### config.mk
export PLATFORM = sky130hd
export DESIGN_NAME = cpc_mul
export DESIGN_NICKNAME = d
export VERILOG_FILES = /design/src/rtl/cpc_mul.sv
export SDC_FILE = /design/constraint.sdc
export NUM_CORES = 1
export LEC_CHECK = 0
export BUFFER_PORTS_ARGS = -buffer_cell sky130_fd_sc_hd__buf_4
export CORE_AREA = 2 2 39 41
export CTS_CLUSTER_DIAMETER = 120
export CTS_CLUSTER_SIZE = 24
export DETAILED_ROUTE_END_ITERATION = 16
export DIE_AREA = 0 0 41 43
export REMOVE_ABC_BUFFERS = 1
export SYNTH_ARGS = -nofsm -noshare
export SYNTH_HDL_FRONTEND = slang
export SYNTH_SLANG_ARGS = --single-unit
### constraint.sdc
create_clock -name clk -period 3.1 [get_ports clk]
set_input_delay 0.155 -clock clk [delete_from_list [all_inputs] [get_ports clk]]
set_output_delay 0.155 -clock clk [all_outputs]
set_load 0.01 [all_outputs]
### src/rtl/cpc_mul.sv
`default_nettype none

// unsigned multiplier split into four half-width partial products,
// two register stages: partial products, then the shifted sum
module cpc_mul #(
  parameter int WA = 2,
  parameter int WB = 2
) (
  input  logic             clk,
  input  logic             en,
  input  logic [WA-1:0]    a,
  input  logic [WB-1:0]    b,
  output logic [WA+WB-1:0] p
);

  localparam int W  = WA + WB;
  localparam int LA = WA / 2;
  localparam int HA = WA - LA;
  localparam int LB = WB / 2;
  localparam int HB = WB - LB;

  logic [LA+LB-1:0] pp_ll;
  logic [LA+HB-1:0] pp_lh;
  logic [HA+LB-1:0] pp_hl;
  logic [HA+HB-1:0] pp_hh;
  logic [W-1:0]     p_next;

  always_ff @(posedge clk) begin
    if (en) begin
      pp_ll <= a[LA-1:0] * b[LB-1:0];
      pp_lh <= a[LA-1:0] * b[WB-1:LB];
      pp_hl <= a[WA-1:LA] * b[LB-1:0];
      pp_hh <= a[WA-1:LA] * b[WB-1:LB];
    end
  end

  always_comb begin
    p_next = (W'(pp_hh) << (LA + LB)) + (W'(pp_hl) << LA)
           + (W'(pp_lh) << LB) + W'(pp_ll);
  end

  always_ff @(posedge clk) begin
    if (en) begin
      p <= p_next;
    end
  end

endmodule

`default_nettype wire
==> results.toml, run 1 <==
[outcome]
status = "finished clean"

[timing]
worst_slew_pin_slew_ns = 0.1052
timing.final.crit_share_pct = 35.00
grt_setup_unrepaired = "no"
holdWs_ns = 0.1841
skew_ns = 0.001419
fin_ws_ns = 2.015
setup_viol = 0
layout_min_cycle_time_ns = 1.085
hold_viol_final = 0
tns_ns = 0
fmax_ghz = 0.9217
slew_headroom_pct = 92.99
slew_viol_final = 0

[worst_setup_path]
worstPathArrival_ns = 1.08
worst-r2r-setup-slack_ns = 2.02
r2r-end = "p[2]"
worstPathCellList = "ha_1 -> ha_1"
slowest_delay_ns = 0.37
timing.rr.start = "pp_lh[0]"
worst_path_max_delay_cell = "edfxtp_1"
startpoint = "pp_lh[0]"
critical_path.max_fanout = 1
r2r_cells = 2
crit_path_end_kind = "flip-flop"
path_class = "reg -> reg"
cp-start-kind = "flip-flop"
worstPathRequired_ns = 3.10
crit_path_end = "p[2]"
crit_top_cell = "ha_1"

[floorplan]
io_pins = 10
initial_utilization_pct = 20.98
rows = 14
dieArea_um2 = 1763
coreArea_um2 = 1384
die_h_um = 43
die_width_um = 41

[clock_network]
clk-insertion-delay-late_ns = 0.25
clockRootBuffer = "clkbuf_4"
cts_buffers = 3
htreeDepth = 1
cts_num_sinks = 8
postCtsSetupBuffers = 0
clockBufferDepth = 2
post_cts_resize_count = 0
clk_pin_slew_ns = 0.05
cts_tree = "yes"
cts-hold-fix-buffers = 0

[route]
drtIter0Drc = 4
ant_nets = 0
routed_wirelength_um = 426
vias = 163
drt-pass1-iter-count = 2
wire_per_inst_um = 10.14
vias_per_cell = 3.881
drc_errors = 0

[global_routing]
grt_usage_pct = 7.441
first_global_vias = 192
grt_pass1_wl_um = 724
antenna_found_initial = 0
overflow = 0
grt_max_degree = 9

[layout]
fillers = 146
seq_area_um2 = 240.2
diodes = 0
multi_input_area_um2 = 50.05
syn_to_final_growth_pct = 37.93
final_cell_count_no_fill = 42
postLayoutCellArea_um2 = 400.4
drive_above_1_share_pct = 46.15
nets = 36

[worst_hold_path]
hp-class = "in -> reg"

[logic_synthesis]
synth_top_area_share_pct = 82.76
synthCells = 14
post-synth-top-count-cell = "edfxtp_1"
synth_ff_type = "edfxtp_1"
yosys.area.top_type = "edfxtp_1"
ys_ff_latch = 8
syn-cell-area_um2 = 290.3
async_flop_share_pct = 0
synth_top_cells_by_area = "edfxtp_1, and2_1, ha_1"
yosys-top-cells-count = "edfxtp_1, and2_1, ha_1"
synth_edf_count = 8
yosysWarningCount = 0
ys_types = 3
synth_area_per_cell_um2 = 20.73
ys_seq_area_share_pct = 82.76

[place]
dpl_cell_area_um2 = 377.9
routabilityCongestion = 0.5270
pre_cts_slack_ns = 2.012
port_buffers = 9
place_inst = 39

[power_and_ir_drop]
peakVddDrop_uv = 180.7
power_density_nw_per_um2 = 574.6
leakage_nw = 0.1627

[flow_run]
drv_cap = 0
## kinds of logic after synthesis
kind of cell / synth area share [%]
flops: 82.76
simple gates: 8.619
fa+ha+maj: 8.619
## through the flow
step                      util [%]  total power (W)
after global routing         28.93        0.0002470
after CTS                    28.93        0.0002361
after detailed placement     27.31        0.0001558
final                        28.93        0.0002301
after floorplan                  -        0.0001403
after global placement       27.31        0.0001534
## power by group
part | leakage [nW] | switching, W | total, W | internal (W)
logic | 0.0704 | 0.00000846 | 0.0000202 | 0.0000117
clock network | 0.0138 | 0.0000332 | 0.0000774 | 0.0000442
registers | 0.0785 | 0.00000256 | 0.000133 | 0.000130
## cell type report
type | count | share of cell area, %
multi-input cells | 6 | 12.50
well taps | 16 | 5.000
clock buffers | 3 | 5.625
flip-flops and latches | 8 | 60.00
repair buffers | 9 | 16.88
## registers in the layout, summed over array words and instances (netlist names)
register / count
pp_ll: 1
pp_hh: 1
p: 4
pp_lh: 1
pp_hl: 1
## cells in the final DEF (no fill, tap or decap)
cell type  netlist  layout
and2_1           4       4
edfxtp_1         8       8
clkbuf_4         0       3
buf_4            0       9
ha_1             2       2
## worst max-delay path, delay by kind of cell, from the launching register on
| kind | cells | cell delay [ns] |
|---|---|---|
| adder cells (fa/ha/maj) | 2 | 0.47 |
| flip-flops | 1 | 0.37 |
## per-layer routing
metal | vias to the layer above | track usage (%) | wire length (um)
met5 | - | 0 | 0
met4 | 0 | 10.00 | 0
met3 | 0 | 4.712 | 56
met2 | 10 | 10.31 | 235
met1 | 76 | 5.405 | 134
li1 | 77 | - | -
## worst min path at each step
stage | to | cells after the start | slack (ns) | start
2_1_floorplan | p[0] | 0 | 0.27 | en
4_1_cts | pp_hl[0] | 1 | 0.18 | en
6_report | pp_hl[0] | 1 | 0.18 | en
5_1_grt | pp_hl[0] | 1 | 0.17 | en
3_5_place_dp | p[0] | 0 | 0.42 | pp_ll[0]
3_3_place_gp | p[0] | 0 | 0.41 | pp_ll[0]
Note: power is estimated with default switching activity, not from simulation.
==> run 2, diff against run 1 <==
Clock period 3.1 ns to 1 ns, I/O delays scaled along.
==> run 2 against run 1 <==
  * The flow now finishes with violations (negative setup slack)
  * Die area did not move
  * Cell area rose by 3.7%
  * Non-clock buffer count did not move
  * Global-route usage fell by 0.52 points
  * Core utilization rose by 1.1 points
  * Routed wire length fell by 3.3%
  * Sequential share of layout area fell by 2.2 points
  * First-iteration DRC count fell by 25%
  * Fmax rose by 6.4%
  * Largest cell class unchanged
  * Largest power group unchanged
==> results.toml, run 2 (synthesis results as in run 1) <==
[outcome]
status = "finished with violations"
violations = "negative setup slack"

[flow_run]
drv_cap = 0

[timing]
slew_viol_final = 0
fmax_ghz = 0.9804
setup_viol = 1
worst_slew_pin_slew_ns = 0.1138
slew_headroom_pct = 92.42
tns_ns = -0.01995
timing.final.crit_share_pct = 102.0
skew_ns = 0.002529
holdWs_ns = 0.08244
grt_setup_unrepaired = "yes"
fin_ws_ns = -0.01995
layout_min_cycle_time_ns = 1.020
hold_viol_final = 0

[clock_network]
clk-insertion-delay-late_ns = 0.24
cts_tree = "yes"
cts_buffers = 3
cts-hold-fix-buffers = 0
clockBufferDepth = 2
htreeDepth = 1
cts_num_sinks = 8
clk_pin_slew_ns = 0.05
clockRootBuffer = "clkbuf_4"

[power_and_ir_drop]
total_power_w = 0.0007132
power_density_nw_per_um2 = 1717
p_clk_share_pct = 32.7
peakVddDrop_uv = 639.6
p_sw_share_pct = 18.76
leakage_nw = 0.1605
internal_power_w = 0.0005794
p_seq_share_pct = 57.9
combPwrFrac_pct = 9.5
netSwitchingPower_w = 0.0001338

[layout]
fillers = 145
final_cell_count_no_fill = 42
multi_input_area_um2 = 65.06
nets = 36
diodes = 0
largest_register = "p"
syn_to_final_growth_pct = 43.10
final_common_cell = "buf_4"
seq_area_um2 = 240.2
largest_reg_flops = 4
mostFrequentLayoutCells = "buf_4, edfxtp_1, and2_1, clkbuf_4"
drive_above_1_share_pct = 53.85

[global_routing]
first_global_vias = 187
antenna_found_initial = 0
grt_usage_pct = 6.925
grt_pass1_wl_um = 710
overflow = 0
grt_max_degree = 9

[route]
wl_met1_um = 127
ant_nets = 0
drc_errors = 0
vias_per_cell = 3.952
met3WireLength_um = 52
vias = 166
wl_met2_um = 232
drt-pass1-iter-count = 2
drtIter0Drc = 3
wire_per_inst_um = 9.810
routed_wirelength_um = 412
top_layer_used = "met3"

[worst_setup_path]
crit_path_end_kind = "flip-flop"
path_class = "reg -> reg"
slowest_delay_ns = 0.37
critical_path.max_fanout = 1
worstPathCellList = "ha_2 -> ha_4"
startpoint = "pp_lh[0]"
worst_path_max_delay_cell = "edfxtp_1"
cp-start-kind = "flip-flop"
worstPathRequired_ns = 1.00
worstPathArrival_ns = 1.02
timing.rr.start = "pp_lh[0]"

[floorplan]
die_h_um = 43
rows = 14
coreArea_um2 = 1384
io_pins = 10
dieArea_um2 = 1763
initial_utilization_pct = 20.98
die_width_um = 41

[worst_hold_path]
hold_start = "en"
hp-class = "in -> reg"

[place]
place_inst = 39
pre_cts_slack_ns = -0.08862
port_buffers = 9
routabilityCongestion = 0.5303
-- run 2: worst paths after layout --
check,to,slack (ns),cells past startpoint
max,p[2],-0.02,2
min,pp_hl[0],0.08,1
max reg2reg,p[2],-0.02,2
min reg2reg,p[0],0.43,0
-- run 2: critical path: cells and delay by family (launching register included) --
family	cells	cell delay, ns
DFF	1	0.37
adders and majority gates	2	0.41
-- run 2: layout make-up --
| cell class | instances | area share, % |
|---|---|---|
| repair buffers | 9 | 16.27 |
| clock buffers | 3 | 5.422 |
| multi-input cells | 6 | 15.66 |
| flip-flops and latches | 8 | 57.83 |
| well taps | 16 | 4.819 |
-- run 2: what timing repair did --
action,in CTS,in global routing
pin swaps,1,1
gates resized for setup,2,0
setup endpoints to repair,2,1
setup buffers,0,0
-- run 2: metal layers --
| layer | global-route usage [%] | vias up |
|---|---|---|
| met2 | 10.63 | 10 |
| met3 | 3.141 | 0 |
| met4 | 8.000 | 0 |
| met5 | 0 | - |
| li1 | - | 78 |
| met1 | 5.387 | 78 |
-- run 2: metrics by stage --
step                      utilization, %  area [um2]
after CTS                          30.02       415.4
after global routing               30.02       415.4
after floorplan                        -       290.3
final                              30.02       415.4
after detailed placement           27.31       377.9
after global placement             27.31       377.9
-- run 2: power by group through the flow --
stage          clock network (W)   logic, W  registers [W]
2_1_floorplan                  0  0.0000114       0.000424
3_3_place_gp                   0  0.0000602       0.000415
3_5_place_dp                   0  0.0000644       0.000417
4_1_cts                 0.000248  0.0000698       0.000413
5_1_grt                 0.000276  0.0000784       0.000414
6_report                0.000233  0.0000675       0.000413
